### src/cis_pkg.sv
`timescale 1ns / 1ps
// ----------------------------------------------------------------------------
// cis_pkg: shared types and constants for the CPU instruction subset core
// Transaction structs, opcodes, flag masks, reset values and ALU port types.
// ----------------------------------------------------------------------------
package cis_pkg;

   // Memory geometry; the depth must be a power of two (address wraps)
   localparam int MEM_DEPTH = 65536;
   localparam int MEM_AW    = $clog2(MEM_DEPTH);

   // Reset values of the architectural registers
   localparam logic [15:0] PC_RESET = 16'h0100;
   localparam logic [15:0] AF_RESET = 16'h01B0;
   localparam logic [15:0] BC_RESET = 16'h0013;
   localparam logic [15:0] DE_RESET = 16'h00D8;
   localparam logic [15:0] HL_RESET = 16'h014D;

   // Flag register bits
   localparam logic [7:0] FLAG_Z = 8'h80;
   localparam logic [7:0] FLAG_N = 8'h40;
   localparam logic [7:0] FLAG_H = 8'h20;
   localparam logic [7:0] FLAG_C = 8'h10;

   // Supported opcodes; anything else executes as NOP
   localparam logic [7:0] OP_NOP       = 8'h00;
   localparam logic [7:0] OP_JP_NN     = 8'hC3;
   localparam logic [7:0] OP_LD_C_B    = 8'h48;
   localparam logic [7:0] OP_LD_C_D    = 8'h4A;
   localparam logic [7:0] OP_CPL       = 8'h2F;
   localparam logic [7:0] OP_DEC_BC    = 8'h0B;
   localparam logic [7:0] OP_DEC_H     = 8'h25;
   localparam logic [7:0] OP_DEC_E     = 8'h1D;
   localparam logic [7:0] OP_LD_HLI_A  = 8'h22;
   localparam logic [7:0] OP_ADD_HL_DE = 8'h19;
   localparam logic [7:0] OP_LD_C_D8   = 8'h0E;

   // Request action codes
   localparam logic ACT_LOAD = 1'b0;
   localparam logic ACT_STEP = 1'b1;

   typedef struct packed {
      logic        action;
      logic [15:0] load_address;
      logic [7:0]  load_data;
   } req_payload_type;

   typedef struct packed {
      logic [15:0] program_counter;
      logic [7:0]  executed_opcode;
      logic [7:0]  accumulator;
      logic [7:0]  flag_bits;
      logic [15:0] pair_bc;
      logic [15:0] pair_de;
      logic [15:0] pair_hl;
   } rsp_payload_type;

   // Shared adder port
   typedef struct packed {
      logic [15:0] a;
      logic [15:0] b;
      logic        cin;
   } alu_in_type;

   typedef struct packed {
      logic [15:0] sum;
      logic        half;   // carry out of bit 11
      logic        carry;  // carry out of bit 15
   } alu_out_type;

   // Sequencer states
   typedef enum logic [6:0] {
      S_IDLE   = 7'b0000001,
      S_FETCH  = 7'b0000010,
      S_DECODE = 7'b0000100,
      S_IMM_LO = 7'b0001000,
      S_IMM_HI = 7'b0010000,
      S_EXEC   = 7'b0100000,
      S_DONE   = 7'b1000000
   } state_type;

   // Flags after an 8-bit decrement: Z, N=1, H on borrow from the low nibble
   function automatic logic [7:0] dec_flags(input logic [7:0] f,
                                            input logic [7:0] old_val,
                                            input logic [7:0] new_val);
      logic [7:0] res;
      begin
         res = (f & ~(FLAG_Z | FLAG_H)) | FLAG_N;
         if (old_val[3:0] == 4'h0) res = res | FLAG_H;
         if (new_val == 8'h00) res = res | FLAG_Z;
         return res;
      end
   endfunction

endpackage

### src/cis_alu.sv
`timescale 1ns / 1ps
// ----------------------------------------------------------------------------
// cis_alu: shared 16-bit adder
// Serves PC/HL increment, 8- and 16-bit decrement and ADD HL,DE.
// ----------------------------------------------------------------------------
module cis_alu
   import cis_pkg::*;
(
   input  alu_in_type  alu_in,
   output alu_out_type alu_out
);

   logic [12:0] low_sum;
   logic [4:0]  high_sum;

   // Split at bit 12 so the half carry falls out directly
   assign low_sum  = {1'b0, alu_in.a[11:0]} + {1'b0, alu_in.b[11:0]} + {12'h000, alu_in.cin};
   assign high_sum = {1'b0, alu_in.a[15:12]} + {1'b0, alu_in.b[15:12]} + {4'h0, low_sum[12]};

   assign alu_out.sum   = {high_sum[3:0], low_sum[11:0]};
   assign alu_out.half  = low_sum[12];
   assign alu_out.carry = high_sum[4];

endmodule
### config.mk
export PLATFORM = sky130hd
export DESIGN_NAME = cis_alu
export DESIGN_NICKNAME = d
export VERILOG_FILES = /design/src/cis_pkg.sv /design/src/cis_alu.sv
export SDC_FILE = /design/constraint.sdc
export NUM_CORES = 1
export LEC_CHECK = 0
export BUFFER_PORTS_ARGS = -buffer_cell sky130_fd_sc_hd__buf_4
export CORE_AREA = 2 2 57 59
export DETAILED_ROUTE_END_ITERATION = 12
export DIE_AREA = 0 0 59 61
export GPL_ROUTABILITY_DRIVEN = 1
export PLACE_DENSITY = 0.64
export SLEW_MARGIN = 20
export SYNTH_ARGS = -nofsm -noshare
export SYNTH_HDL_FRONTEND = slang
export SYNTH_SLANG_ARGS = --single-unit
### constraint.sdc
create_clock -name vclk -period 3.27
set_input_delay 0.4905 -clock vclk [all_inputs]
set_output_delay 0.4905 -clock vclk [all_outputs]
set_load 0.02 [all_outputs]
* Yosys cells after proc, flatten, opt, wreduce, memory -nomap -nowiden
Index checks and enable logic that the tools add are counted.
** Storage, ports and cells
- Register bits after elaboration :: 0
- Bits in latches :: 0
- Bits in writable memories :: 0
- Memory bits (read-only) :: 0
- Bits of input ports :: 33
- Output and inout bits :: 18
- Logic and storage cells :: 4
- Memories :: 0
** Operators by class
- $add $sub $neg :: 4
- Multipliers :: 0
- Div/mod/pow operators :: 0
- Magnitude comparators :: 0
- Eq/ne operators :: 0
- Shift-type cells :: 0
- Muxes and demuxes :: 0
- Bitwise gates (word level) :: 0
- Reduce and logical (&&, ||, !) cells :: 0
** Operators with widths (count)
- 12-bit by 12-bit adder with 13-bit output :: 1
- 13-bit by 1-bit adder with 13-bit output :: 1
- 4-bit by 4-bit adder with 5-bit output :: 1
- 5-bit by 1-bit adder with 5-bit output :: 1

* Depth between registers and ports, before layout
- Word-level depth :: 3
- Gate-level depth with buffers :: 14

* Least setup slack after synthesis
No wires, ideal clock.
- Kind :: input to output
- Start point :: input alu_in[0] (netlist bit)
- End point :: output alu_out[15] (netlist bit)
- Arrival time :: 3.111 ns
- Required time :: 2.779 ns
- Setup slack :: -0.332 ns
- Cell stages on the path :: 12
- Buffers on the path :: 0
- Cell sequence :: inv_1 > fa_1 > inv_1 > fa_1 > a211oi_1 > o21ai_0 > a31o_1 > a31o_1 > fa_1 > inv_1 > fa_1 > inv_1
** RTL lines
- start: declaration :: RTL line cis_alu.sv:9 : input alu_in_type alu_in,
- end: declaration :: RTL line cis_alu.sv:10 : output alu_out_type alu_out

==> results.toml <==
[run_status]
status = "finished, violations left"
violations = "setup timing"

[global_route]
grt-ovfl-total = 0
grt_pass1_wl_um = 3781
grt_max_degree = 9
antenna_found_initial = 0
groute.usage.overall_pct = 12.65
grt_pass1_vias = 921

[placed_design]
place_ws_ns = -0.3360
place_congestion = 0.8526
dp.final_hpwl_um = 1984
port-buffer-count = 51
dp_cells = 197
place_area_um2 = 1383

[timing]
fin_crit_sh_pct = 108.3
worst_slack_ns = -0.2702
final-setup-viol-count = 4
min_period_ns = 3.540
timing.fmax_mhz = 282.5
slew_viol_final = 0
fin_tns_setup_ns = -0.9091
tightest_slew_ns = 0.3967
whs_ns = 1.376
hold_viol = 0
max_slew_margin_pct = 72.87
grt_setup_unrepaired = "true"

[detailed_routing]
viasPerCell = 4.884
via_count = 967
wl_per_cell_um = 11.13
first_iter_violations = 13
ant_nets = 0
wirelength_um = 2203
drc = 0
dr.pass1.iters = 4

[power]
leakage_nw = 0.7182
vdd_drop_max_uv = 100.2
powerDensity_nw_per_um2 = 250.6

[critical_path]
cp.arrival_ns = 3.05
slowest_stage = "fa_2"
crit_path_end_kind = "primary output"
crit_fanout = 2
crit_type = "primary input to primary output"
crit_required_ns = 2.78
crit_path_max_incr_delay_ns = 0.37
crit_path_frequent_cell = "fa_2"
start_kind = "primary input"
path_cells = "buf_12 -> inv_12 -> fa_2 -> inv_2 -> fa_2 -> a211oi_2 -> o21ai_1 -> a31o_1 -> a31o_4 -> fa_2 -> a21o_1 -> a21oi_2 -> xnor2_2 -> buf_4"

[die]
ios = 51
fp-row-count = 20
die_x_um = 59
die_area_um2 = 3599
core_area_um2 = 2953
initial_utilization_pct = 27.63
die_h_um = 61

[layout]
final_cell_mix = "59 x buf_4, 14 x ha_1, 6 x xnor2_1, 6 x a21oi_1, 5 x buf_6"
layout_commonest_cell = "buf_4"
seq_area_um2 = 0
diodes = 0
stdcell_area_um2 = 1424
final_nets = 218
syn2layout_area_growth_pct = 74.54
clockBufferCount = 0
instances_no_fill = 198
design.seq.count = 0
drive_above_1_share_pct = 53.94

[worst_hold_path]
min_path_type = "primary input to primary output"

[yosys]
synthesis.instances = 102
ys_warn_count = 0
yosysSeqAreaShare_pct = 0
synth.distinct_cells = 41
syn_area_per_cell_um2 = 7.998
syn-num-nets = 153
syn_area_um2 = 815.8

[flow_run]
cap_violations = 0
-- worst paths after layout --
path              startpoint          end  depth (start not counted)
setup / recovery   alu_in[0]  alu_out[17]                         14
hold / removal    alu_in[29]  alu_out[14]                          3
-- cell usage after synthesis (2+ instances only) --
cell / count / share of area [%]
o311ai_0: 2 / 2.1
xor2_1: 2 / 2.1
a211oi_1: 3 / 2.8
clkbuf_1: 2 / 0.92
ha_1: 14 / 21
nor2b_1: 2 / 1.5
fa_1: 4 / 9.8
o21ai_0: 4 / 2.5
a31o_1: 2 / 2.1
o311ai_1: 3 / 3.2
xnor2_1: 7 / 7.5
nor2_1: 3 / 1.4
nand2b_1: 3 / 2.3
o21a_1: 2 / 1.8
inv_1: 10 / 4.6
a21o_1: 4 / 3.7
a2111oi_0: 2 / 2.1
nand3_1: 2 / 1.2
nand2_1: 3 / 1.4
a21oi_1: 7 / 4.3
-- report_power, final --
part | internal [W] | switching (W) | total, W
clock | 0 | 0 | 0
sequential | 0 | 0 | 0
combinational | 0.000182 | 0.000175 | 0.000357
-- what timing repair did --
item,in CTS,in global routing
endpoints found under the setup margin,4,5
buffers inserted,1,0
gates resized for setup,6,3
gates cloned,0,0
hold buffers,0,0
hold endpoints to repair,0,0
pin swaps,4,1
-- per-stage QoR --
step,power (W),utilization [%]
6_report,0.0003568,48.22
5_1_grt,0.0003890,48.22
3_5_place_dp,0.0003484,46.82
3_3_place_gp,0.0003437,46.82
4_1_cts,0.0003565,47.84
2_1_floorplan,0.0002070,-
-- routing by layer --
| layer | up-vias | share of wire (%) | track usage [%] |
|---|---|---|---|
| li1 | 516 | - | - |
| met1 | 435 | 46 | 18.90 |
| met2 | 16 | 51 | 21.90 |
| met3 | 0 | 3.3 | 0 |
| met4 | 0 | 0 | 0 |
| met5 | - | 0 | 0 |
-- worst max-delay path, delay by kind of cell --
| kind | cells | cell delay, ns |
|---|---|---|
| xor gates and xnor gates | 1 | 0.13 |
| AOI/OAI and AO/OA | 6 | 1.18 |
| buffers and inverters | 4 | 0.35 |
| adders and majority gates | 3 | 0.90 |
-- final cells by class --
class | count | area [µm²]
Inverter | 10 | 55.05
Fill cell | 291 | 1529
Multi-Input combinational cell | 90 | 808.3
Timing Repair Buffer | 65 | 519.2
Tap cell | 33 | 41.29
-- cell families (layout without fill, tap and decap cells) --
group	Yosys count	count (layout)	share of synthesized area (%)
AO/OA/AOI/OAI	38	38	33.75
AND/OR/NAND/NOR	25	25	19.79
adder cells (fa/ha/maj)	18	18	31.29
buffers and inverters	12	75	5.522
XOR/XNOR	9	9	9.663
Note: power is estimated with default switching activity, not from simulation.
